<file path="src/rtl/core/wmsd_pkg.sv">
package wmsd_pkg;

  localparam int unsigned WINDOW    = 5;
  localparam int unsigned REPEATS   = 5;
  localparam int unsigned NREADINGS = 5;
  localparam int unsigned QDEPTH    = 2;

  localparam int unsigned IDX_W  = $clog2(NREADINGS);
  localparam int unsigned REP_W  = $clog2(REPEATS + 1);
  localparam int unsigned QPTR_W = $clog2(QDEPTH);
  localparam int unsigned QCNT_W = $clog2(QDEPTH + 1);

  // floor(x / 100) == (x * DIV100_MAGIC) >> DIV100_SHIFT for every 32-bit x
  localparam logic [31:0] DIV100_MAGIC = 32'h51EB_851F;
  localparam int unsigned DIV100_SHIFT = 37;
  localparam logic [16:0] ROUND_HALF   = 17'd50;
  localparam logic [15:0] CAL_RESET    = 16'd100;

  typedef enum logic [2:0] {
    ACT_SAMPLE  = 3'd0,
    ACT_REPORT  = 3'd1,
    ACT_CAPTURE = 3'd2,
    ACT_INIT    = 3'd3,
    ACT_RESTORE = 3'd4
  } action_e;

  typedef enum logic {
    KIND_SAMPLE = 1'b0,
    KIND_TOTAL  = 1'b1
  } kind_e;

  typedef struct packed {
    logic [2:0]  action;
    logic [15:0] msg_counter;
    logic [15:0] reading_age0;
    logic [15:0] reading_age1;
    logic [15:0] reading_age2;
    logic [15:0] reading_age3;
    logic [15:0] reading_age4;
    logic        active;
  } wmsd_in_t;

  typedef struct packed {
    logic        kind;
    logic [15:0] amount;
    logic [9:0]  amount_hundreds;
    logic        last;
  } wmsd_out_t;

  typedef struct packed {
    logic                       kind;
    logic [NREADINGS-1:0]       used;
    logic [NREADINGS-1:0][15:0] off;
  } wmsd_job_t;

  // Wrap formula: below start the offset comes out one short of the modular difference.
  function automatic logic [15:0] wrap_offset(logic [15:0] rd, logic [15:0] start);
    logic [15:0] diff;
    diff = rd - start;
    return diff - {15'd0, (rd < start)};
  endfunction

endpackage

</file>
<file path="src/rtl/core/wmsd_front.sv">
module wmsd_front
  import wmsd_pkg::*;
(
  input  logic      clk_i,
  input  logic      rst_ni,
  input  logic      in_valid_i,
  output logic      in_stall_o,
  input  wmsd_in_t  in_data_i,
  input  logic      q_full_i,
  output logic      push_o,
  output wmsd_job_t job_o
);

  logic [15:0] last_counter_q, last_counter_d;
  logic [15:0] last_reading_q, last_reading_d;
  logic [15:0] start_q, start_d;
  logic [15:0] restart_q, restart_d;

  logic                       accept;
  logic [NREADINGS-1:0][15:0] rd;
  logic [NREADINGS-1:0]       used;

  assign in_stall_o = q_full_i;
  assign accept     = in_valid_i && !q_full_i;

  assign rd[0] = in_data_i.reading_age0;
  assign rd[1] = in_data_i.reading_age1;
  assign rd[2] = in_data_i.reading_age2;
  assign rd[3] = in_data_i.reading_age3;
  assign rd[4] = in_data_i.reading_age4;

  // Serial-number compare of each reading's counter against the stored one.
  always_comb begin
    logic [15:0] cnt;
    logic [15:0] diff;
    for (int i = 0; i < NREADINGS; i++) begin
      cnt     = in_data_i.msg_counter - 16'(i);
      diff    = cnt - last_counter_q;
      used[i] = (i < WINDOW) && in_data_i.active && (diff != 16'd0) && !diff[15];
    end
  end

  always_comb begin
    last_counter_d = last_counter_q;
    last_reading_d = last_reading_q;
    start_d        = start_q;
    restart_d      = restart_q;
    push_o         = 1'b0;
    job_o.kind     = KIND_SAMPLE;
    job_o.used     = used;
    for (int i = 0; i < NREADINGS; i++) begin
      job_o.off[i] = wrap_offset(rd[i], start_q);
    end
    if (accept) begin
      unique case (in_data_i.action)
        ACT_SAMPLE: begin
          push_o         = |used;
          last_reading_d = rd[0];
          last_counter_d = in_data_i.msg_counter;
        end
        ACT_REPORT: begin
          push_o       = in_data_i.active;
          job_o.kind   = KIND_TOTAL;
          job_o.used   = NREADINGS'(1);
          job_o.off[0] = wrap_offset(last_reading_q, start_q);
        end
        ACT_CAPTURE: start_d = last_reading_q;
        ACT_INIT: begin
          restart_d      = start_q;
          last_counter_d = 16'd0;
        end
        ACT_RESTORE: start_d = restart_q;
        default: ;
      endcase
    end
  end

  always_ff @(posedge clk_i or negedge rst_ni) begin
    if (!rst_ni) begin
      last_counter_q <= '0;
      last_reading_q <= '0;
      start_q        <= '0;
      restart_q      <= '0;
    end else begin
      last_counter_q <= last_counter_d;
      last_reading_q <= last_reading_d;
      start_q        <= start_d;
      restart_q      <= restart_d;
    end
  end

endmodule

</file>
<file path="src/rtl/core/wmsd_queue.sv">
module wmsd_queue
  import wmsd_pkg::*;
(
  input  logic      clk_i,
  input  logic      rst_ni,
  input  logic      push_i,
  input  wmsd_job_t data_i,
  output logic      full_o,
  output logic      valid_o,
  input  logic      pop_i,
  output wmsd_job_t data_o
);

  wmsd_job_t         mem_q [QDEPTH];
  logic [QPTR_W-1:0] wr_ptr_q, rd_ptr_q;
  logic [QCNT_W-1:0] cnt_q;
  logic              do_pop;

  assign full_o  = (cnt_q == QCNT_W'(QDEPTH));
  assign valid_o = (cnt_q != '0);
  assign data_o  = mem_q[rd_ptr_q];
  assign do_pop  = pop_i && valid_o;

  always_ff @(posedge clk_i) begin
    if (push_i) begin
      mem_q[wr_ptr_q] <= data_i;
    end
  end

  always_ff @(posedge clk_i or negedge rst_ni) begin
    if (!rst_ni) begin
      wr_ptr_q <= '0;
      rd_ptr_q <= '0;
      cnt_q    <= '0;
    end else begin
      if (push_i) begin
        wr_ptr_q <= (wr_ptr_q == QPTR_W'(QDEPTH - 1)) ? '0 : wr_ptr_q + 1'b1;
      end
      if (do_pop) begin
        rd_ptr_q <= (rd_ptr_q == QPTR_W'(QDEPTH - 1)) ? '0 : rd_ptr_q + 1'b1;
      end
      cnt_q <= cnt_q + QCNT_W'(push_i) - QCNT_W'(do_pop);
    end
  end

endmodule

</file>
<file path="src/rtl/core/wmsd_back.sv">
module wmsd_back
  import wmsd_pkg::*;
(
  input  logic        clk_i,
  input  logic        rst_ni,
  input  logic [15:0] cal_percent_i,
  input  logic        job_valid_i,
  input  wmsd_job_t   job_i,
  output logic        job_pop_o,
  output logic        out_valid_o,
  input  logic        out_stall_i,
  output wmsd_out_t   out_data_o
);

  logic [NREADINGS-1:0] done_q;
  logic [NREADINGS-1:0] pending, rest;
  logic [IDX_W-1:0]     sel_idx;
  logic                 sel_last, issue;

  logic        a_vld_q, a_kind_q, a_last_q;
  logic [31:0] a_prod_q;
  logic        b_vld_q, b_kind_q, b_last_q;
  logic [15:0] b_amt_q;
  logic        c_vld_q, c_kind_q, c_last_q;
  logic [15:0] c_amt_q;
  logic [REP_W-1:0] rep_q;
  logic        out_vld_q;
  wmsd_out_t   out_q;

  logic        out_free, emit, final_rep, c_free, b_free, a_free;
  logic [63:0] quot_prod;
  logic [16:0] rounded;
  logic [48:0] hund_prod;

  assign pending = job_i.used & ~done_q;

  // Oldest reading first: the highest pending age wins.
  always_comb begin
    sel_idx = '0;
    for (int i = 0; i < NREADINGS; i++) begin
      if (pending[i]) sel_idx = IDX_W'(i);
    end
  end

  assign rest     = pending & ~(NREADINGS'(1) << sel_idx);
  assign sel_last = (rest == '0);

  assign out_free  = !out_vld_q || !out_stall_i;
  assign emit      = c_vld_q && out_free;
  assign final_rep = (c_kind_q == KIND_TOTAL) || (rep_q == REP_W'(REPEATS - 1));
  assign c_free    = !c_vld_q || (out_free && final_rep);
  assign b_free    = !b_vld_q || c_free;
  assign a_free    = !a_vld_q || b_free;
  assign issue     = job_valid_i && a_free;
  assign job_pop_o = issue && sel_last;

  assign quot_prod = 64'(a_prod_q) * 64'(DIV100_MAGIC);
  assign rounded   = {1'b0, c_amt_q} + ROUND_HALF;
  assign hund_prod = 49'(rounded) * 49'(DIV100_MAGIC);

  always_ff @(posedge clk_i or negedge rst_ni) begin
    if (!rst_ni) begin
      done_q    <= '0;
      a_vld_q   <= 1'b0;
      b_vld_q   <= 1'b0;
      c_vld_q   <= 1'b0;
      rep_q     <= '0;
      out_vld_q <= 1'b0;
    end else begin
      if (issue) begin
        done_q <= sel_last ? '0 : (done_q | (NREADINGS'(1) << sel_idx));
      end
      if (a_free) a_vld_q <= issue;
      if (b_free) b_vld_q <= a_vld_q;
      if (c_free) begin
        c_vld_q <= b_vld_q;
        rep_q   <= '0;
      end else if (emit) begin
        rep_q <= rep_q + 1'b1;
      end
      if (out_free) out_vld_q <= emit;
    end
  end

  always_ff @(posedge clk_i) begin
    if (issue) begin
      a_prod_q <= 32'(cal_percent_i) * 32'(job_i.off[sel_idx]);
      a_kind_q <= job_i.kind;
      a_last_q <= sel_last;
    end
    if (a_vld_q && b_free) begin
      b_amt_q  <= quot_prod[DIV100_SHIFT +: 16];
      b_kind_q <= a_kind_q;
      b_last_q <= a_last_q;
    end
    if (b_vld_q && c_free) begin
      c_amt_q  <= b_amt_q;
      c_kind_q <= b_kind_q;
      c_last_q <= b_last_q;
    end
    if (emit) begin
      out_q.kind            <= c_kind_q;
      out_q.amount          <= c_amt_q;
      out_q.amount_hundreds <= (c_kind_q == KIND_TOTAL) ? hund_prod[DIV100_SHIFT +: 10]
                                                        : 10'd0;
      out_q.last            <= c_last_q && final_rep;
    end
  end

  assign out_valid_o = out_vld_q;
  assign out_data_o  = out_q;

`ifndef NO_ASSERTIONS
  a_total_last: assert property (@(posedge clk_i) disable iff (!rst_ni)
    out_vld_q && (out_q.kind == KIND_TOTAL) |-> out_q.last)
    else $error("total beat without last");
  a_sample_hund: assert property (@(posedge clk_i) disable iff (!rst_ni)
    out_vld_q && (out_q.kind == KIND_SAMPLE) |-> (out_q.amount_hundreds == 10'd0))
    else $error("sample beat carries hundreds");
  a_rep_range: assert property (@(posedge clk_i) disable iff (!rst_ni)
    c_vld_q |-> (rep_q < REP_W'(REPEATS)))
    else $error("repeat count overrun");
  a_job_pending: assert property (@(posedge clk_i) disable iff (!rst_ni)
    job_valid_i |-> (pending != '0))
    else $error("queued job with no pending reading");
`endif

endmodule

</file>
<file path="src/rtl/core/windowed_meter_sample_dedup_scale_unit.sv">
// Channel  Direction  Handshake                 Payload
// in       input      in_valid_i / in_stall_o   in_data_i  (wmsd_in_t)
// out      output     out_valid_o / out_stall_i out_data_o (wmsd_out_t)
// cfg      input      cfg_we_i                  cfg_wdata_i (cal_percent)
//
// An item is taken in the cycle it shows whenever the two-entry job queue has room.
// A sample with n fresh readings gives 5n beats, back to back unless the output stalls;
// a total report gives one beat. The back end runs a multiply stage, a divide-by-100
// stage, a repeat stage and an output register.
// Reset clears control state, not payload regs; sets cal_percent to 100; no clearing pass.
// Output stall holds the back end only; the front keeps taking items until the queue fills.
module windowed_meter_sample_dedup_scale_unit
  import wmsd_pkg::*;
(
  input  logic        clk_i,
  input  logic        rst_ni,
  input  logic        in_valid_i,
  output logic        in_stall_o,
  input  wmsd_in_t    in_data_i,
  output logic        out_valid_o,
  input  logic        out_stall_i,
  output wmsd_out_t   out_data_o,
  input  logic        cfg_we_i,
  input  logic [15:0] cfg_wdata_i
);

  logic [15:0] cal_percent_q;
  logic        push, q_full, q_valid, q_pop;
  wmsd_job_t   push_job, head_job;

  always_ff @(posedge clk_i or negedge rst_ni) begin
    if (!rst_ni) begin
      cal_percent_q <= CAL_RESET;
    end else if (cfg_we_i) begin
      cal_percent_q <= cfg_wdata_i;
    end
  end

  wmsd_front u_front (
    .clk_i      (clk_i),
    .rst_ni     (rst_ni),
    .in_valid_i (in_valid_i),
    .in_stall_o (in_stall_o),
    .in_data_i  (in_data_i),
    .q_full_i   (q_full),
    .push_o     (push),
    .job_o      (push_job)
  );

  wmsd_queue u_queue (
    .clk_i   (clk_i),
    .rst_ni  (rst_ni),
    .push_i  (push),
    .data_i  (push_job),
    .full_o  (q_full),
    .valid_o (q_valid),
    .pop_i   (q_pop),
    .data_o  (head_job)
  );

  wmsd_back u_back (
    .clk_i         (clk_i),
    .rst_ni        (rst_ni),
    .cal_percent_i (cal_percent_q),
    .job_valid_i   (q_valid),
    .job_i         (head_job),
    .job_pop_o     (q_pop),
    .out_valid_o   (out_valid_o),
    .out_stall_i   (out_stall_i),
    .out_data_o    (out_data_o)
  );

endmodule

</file>
<file path="config.mk">
export PLATFORM = sky130hd
export DESIGN_NAME = windowed_meter_sample_dedup_scale_unit
export DESIGN_NICKNAME = d
export VERILOG_FILES = /design/src/rtl/core/wmsd_pkg.sv /design/src/rtl/core/wmsd_front.sv /design/src/rtl/core/wmsd_queue.sv /design/src/rtl/core/wmsd_back.sv /design/src/rtl/core/windowed_meter_sample_dedup_scale_unit.sv
export SDC_FILE = /design/constraint.sdc
export NUM_CORES = 2
export LEC_CHECK = 0
export BUFFER_PORTS_ARGS = -buffer_cell sky130_fd_sc_hd__buf_2
export CAP_MARGIN = 10
export CORE_ASPECT_RATIO = 0.75
export CORE_MARGIN = 4
export CORE_UTILIZATION = 60
export CTS_CLUSTER_DIAMETER = 30
export DETAILED_ROUTE_END_ITERATION = 8
export PLACE_DENSITY_LB_ADDON = 0.2
export SETUP_SLACK_MARGIN = 0.02
export SLEW_MARGIN = 5
export SYNTH_ARGS = -nofsm -noshare
export SYNTH_HDL_FRONTEND = slang
export SYNTH_SLANG_ARGS = --single-unit
</file>
<file path="constraint.sdc">
create_clock -name clk_i -period 30 [get_ports clk_i]
set_input_delay 6 -clock clk_i [delete_from_list [all_inputs] [get_ports clk_i]]
set_output_delay 6 -clock clk_i [all_outputs]
set_load 0.02 [all_outputs]
</file>
==> metrics.txt <==
run status=finished clean; clk buf depth=3; final worst-path cycle share=38.7%; count of cells along the worst hold path=0; Worst Hold Class=flip-flop to flip-flop; largest net degree at the start of global routing=82; insertion delay of the later-clocked pin in the worst-skew pair=0.67 ns; CTS sink count=366; clock tree from TritonCTS=yes; cells along the critical path=buf_2, ha_1, a21o_1, a21o_1, a21oi_1, o21bai_1, a21oi_1, o31ai_1, a41oi_1, o21ai_0, fa_1, ha_1, or2_2, fa_1, nand2b_1, a21oi_1, o21ai_0, a21oi_1, nor2b_1, o21ai_0, a211oi_1, o211ai_1, nand4b_1; # placed instances=6853; setup-violating endpoint count in the final report=0; required time of the worst setup path=30.40 ns; average wire per standard cell=20.3 um; Final Max Tran Viols=0; dpl hpwl=117000 um; nets in the synthesized netlist=7324; Placement Cell Area=57500 um2; unrepaired setup endpoints after global routing=false; initial antenna violation count=4; clock buffer count from CTS=73; max cap viols=0; Peak Freq=86.1 MHz; fin cells=6991; Worst EP arrival=12.01 ns; Vert. Die Dim=271 um; First-pass DRT Iterations=6; fraction of layout cells with a size suffix above 1=7.25%; clock skew after layout=0.0483 ns; synth-to-layout area growth=8.76%; clock transition at the register clock pins on the worst setup and hold paths after CTS=0.05 ns; nets@finish=7494; placeable core region=91400 um2; total count of hold-check failures in the final report=0; starting density of the core=60.5%; post-cts hold buffer count=0; Post-Syn Area per Cell=10.0 um2; Die X-Extent=359 um; number of remaining DRC errors=0; GRT Residual Overflow=0; critical path's largest stage delay=0.78 ns; vias in the first global route=40300; die area=97100 um2; Worst slew margin=25.1%; IO Pins=151; overall routing resource usage=30.1%; total of buffers placed on input and output ports=150; RePlAce Congestion=0.951; synthesized cell area=55300 um2; number of fillers in the final layout=7299; Final Instance Area=60200 um2; Antenna Violating Nets Remaining=0; async set-reset flop share out of synthesis=26.2%; post-synthesis sequential area ratio=19.0%; number of library cell types mapped by synthesis=94; sort of element at the end of the critical path=flip-flop; row count=96; total number of yosys warnings=0; initial detailed-routing violation count=2732; number of register bits inferred by synthesis=366; number of vias after detailed routing=39000; Post-synth top flop=sky130_fd_sc_hd__edfxtp_1; number of resized instances in the post-cts repair step=0; Total Neg Setup Slack=0 ns; maximum net fanout on the critical path=4; crit path kind=input port to flip-flop; depth of the most critical reg-to-reg path=30; drt total wl=142000 um; post-layout min period=11.61 ns; first-pass GRT wire length=226000 um; clock root buffer=sky130_fd_sc_hd__clkbuf_16; Worst path slowest cell=sky130_fd_sc_hd__o21ai_0; Synth Instances=5533; worst-margin pin slew=1.12 ns; most frequent CP cell=sky130_fd_sc_hd__a21oi_1; number of setup buffers added after CTS=0; via count normalized by instance count=5.58; hold slack final=0.413 ns; count of flip-flops with a built-in enable after synthesis=270; maximum level of the CTS H-tree=3; CP Launch Type=input port
-- Yosys cell counts (61+ instances only) --
| library cell | instances | area (um2) |
|---|---|---|
| sky130_fd_sc_hd__a21o_1 | 65 | 488 |
| sky130_fd_sc_hd__a21oi_1 | 207 | 1040 |
| sky130_fd_sc_hd__and2_1 | 141 | 882 |
| sky130_fd_sc_hd__clkbuf_1 | 63 | 236 |
| sky130_fd_sc_hd__dfrtp_1 | 93 | 2330 |
| sky130_fd_sc_hd__edfxtp_1 | 270 | 8110 |
| sky130_fd_sc_hd__fa_1 | 749 | 15000 |
| sky130_fd_sc_hd__ha_1 | 921 | 11500 |
| sky130_fd_sc_hd__inv_1 | 1388 | 5210 |
| sky130_fd_sc_hd__mux2i_1 | 67 | 671 |
| sky130_fd_sc_hd__nand2_1 | 327 | 1230 |
| sky130_fd_sc_hd__nor2_1 | 162 | 608 |
| sky130_fd_sc_hd__o21ai_0 | 151 | 756 |
| sky130_fd_sc_hd__xnor2_1 | 137 | 1200 |
| sky130_fd_sc_hd__xor2_1 | 61 | 534 |
-- registers in the layout, summed over array words and instances, names as in the netlist, 2 cells and up --
name / flops
u_back.out_data_o: 28
u_back.rep_q: 3
u_front.restart_q: 16
u_back.c_amt_q: 16
cal_percent_q: 16
u_back.b_amt_q: 16
u_queue.mem_q: 172
u_front.last_counter_q: 16
u_back.done_q: 5
u_back.a_prod_q: 32
u_front.start_q: 16
u_front.last_reading_q: 16
u_queue.cnt_q: 2
-- layout make-up --
class                           instances  area, um2  area share [%]
Tap cell                             1225       1530            2.55
Antenna cell                            2       5.00         0.00832
Multi-Input combinational cell       3675      39200            65.1
Timing Repair Buffer                  197       1110            1.84
Clock inverter                         53        693            1.15
Sequential cell                       366      10500            17.5
Clock buffer                           83       1910            3.18
Inverter                             1390       5220            8.67
-- worst paths after layout --
| check | start | to | slack (ns) |
|---|---|---|---|
| max | in_data_i[50] | u_queue.mem_q[1][30] | 18.39 |
| min | u_back.b_amt_q[1] | u_back.c_amt_q[1] | 0.41 |
| max reg2reg | u_queue.rd_ptr_q | u_back.a_prod_q[30] | 20.23 |
| min reg2reg | u_back.b_amt_q[1] | u_back.c_amt_q[1] | 0.41 |
| max in group asynchronous | rst_ni | u_queue.rd_ptr_q | 23.24 |
| min in group asynchronous | rst_ni | u_front.restart_q[13] | 5.28 |
-- metrics by stage --
stage	utilization, %	worst slack, ns
after floorplan	-	13.81
after global placement	62.9	17.98
after detailed placement	62.9	17.77
after CTS	65.8	18.47
after global routing	65.8	18.04
final	65.8	18.39
-- metal layers --
layer  share of wire, %  wire (um)  GRT usage, %  vias to the layer above
li1                   -          -             -                    18200
met2                 42      59200          43.1                     1363
met3                9.7      13700          9.18                      202
met5              0.019         27             0                        -
met4                2.6       3730          7.39                        4
met1                 46      64900          44.7                    19200
-- critical path, delay by kind of cell --
family / cells / cell delay (ns)
and+or+nand+nor: 4 / 0.67
buffers and inverters: 1 / 0.13
adders and majority gates: 4 / 1.47
AOI/OAI and AO/OA: 14 / 3.74
-- cell usage in the layout, fill, tap and decap left out, drive strengths merged, types with 21 or more instances in the layout --
| cell | count |
|---|---|
| a211oi | 40 |
| a21o | 65 |
| a21oi | 210 |
| a31oi | 30 |
| and2 | 142 |
| buf | 197 |
| clkbuf | 83 |
| clkinv | 27 |
| dfrtp | 93 |
| edfxtp | 270 |
| fa | 749 |
| ha | 921 |
| inv | 1401 |
| mux2 | 25 |
| mux2i | 67 |
| nand2 | 328 |
| nand2b | 43 |
| nand3 | 58 |
| nand4 | 33 |
| nor2 | 162 |
| nor2b | 33 |
| nor3 | 57 |
| o211ai | 33 |
| o21ai | 165 |
| o21bai | 21 |
| xnor2 | 137 |
| xor2 | 61 |
-- cells by family after synthesis --
family	count (synthesis)	synth area share (%)
and+or+nand+nor	963	8.61
adders and majority gates	1670	47.9
xor gates and xnor gates	198	3.14
muxes	108	2.37
DFF	366	19.0
buffers and inverters	1492	10.3
AOI/OAI and AO/OA	736	8.65
Power is left out: the tool's default activity adds up to more than one toggle a clock period on the data nets, which glitch-free logic cannot reach.
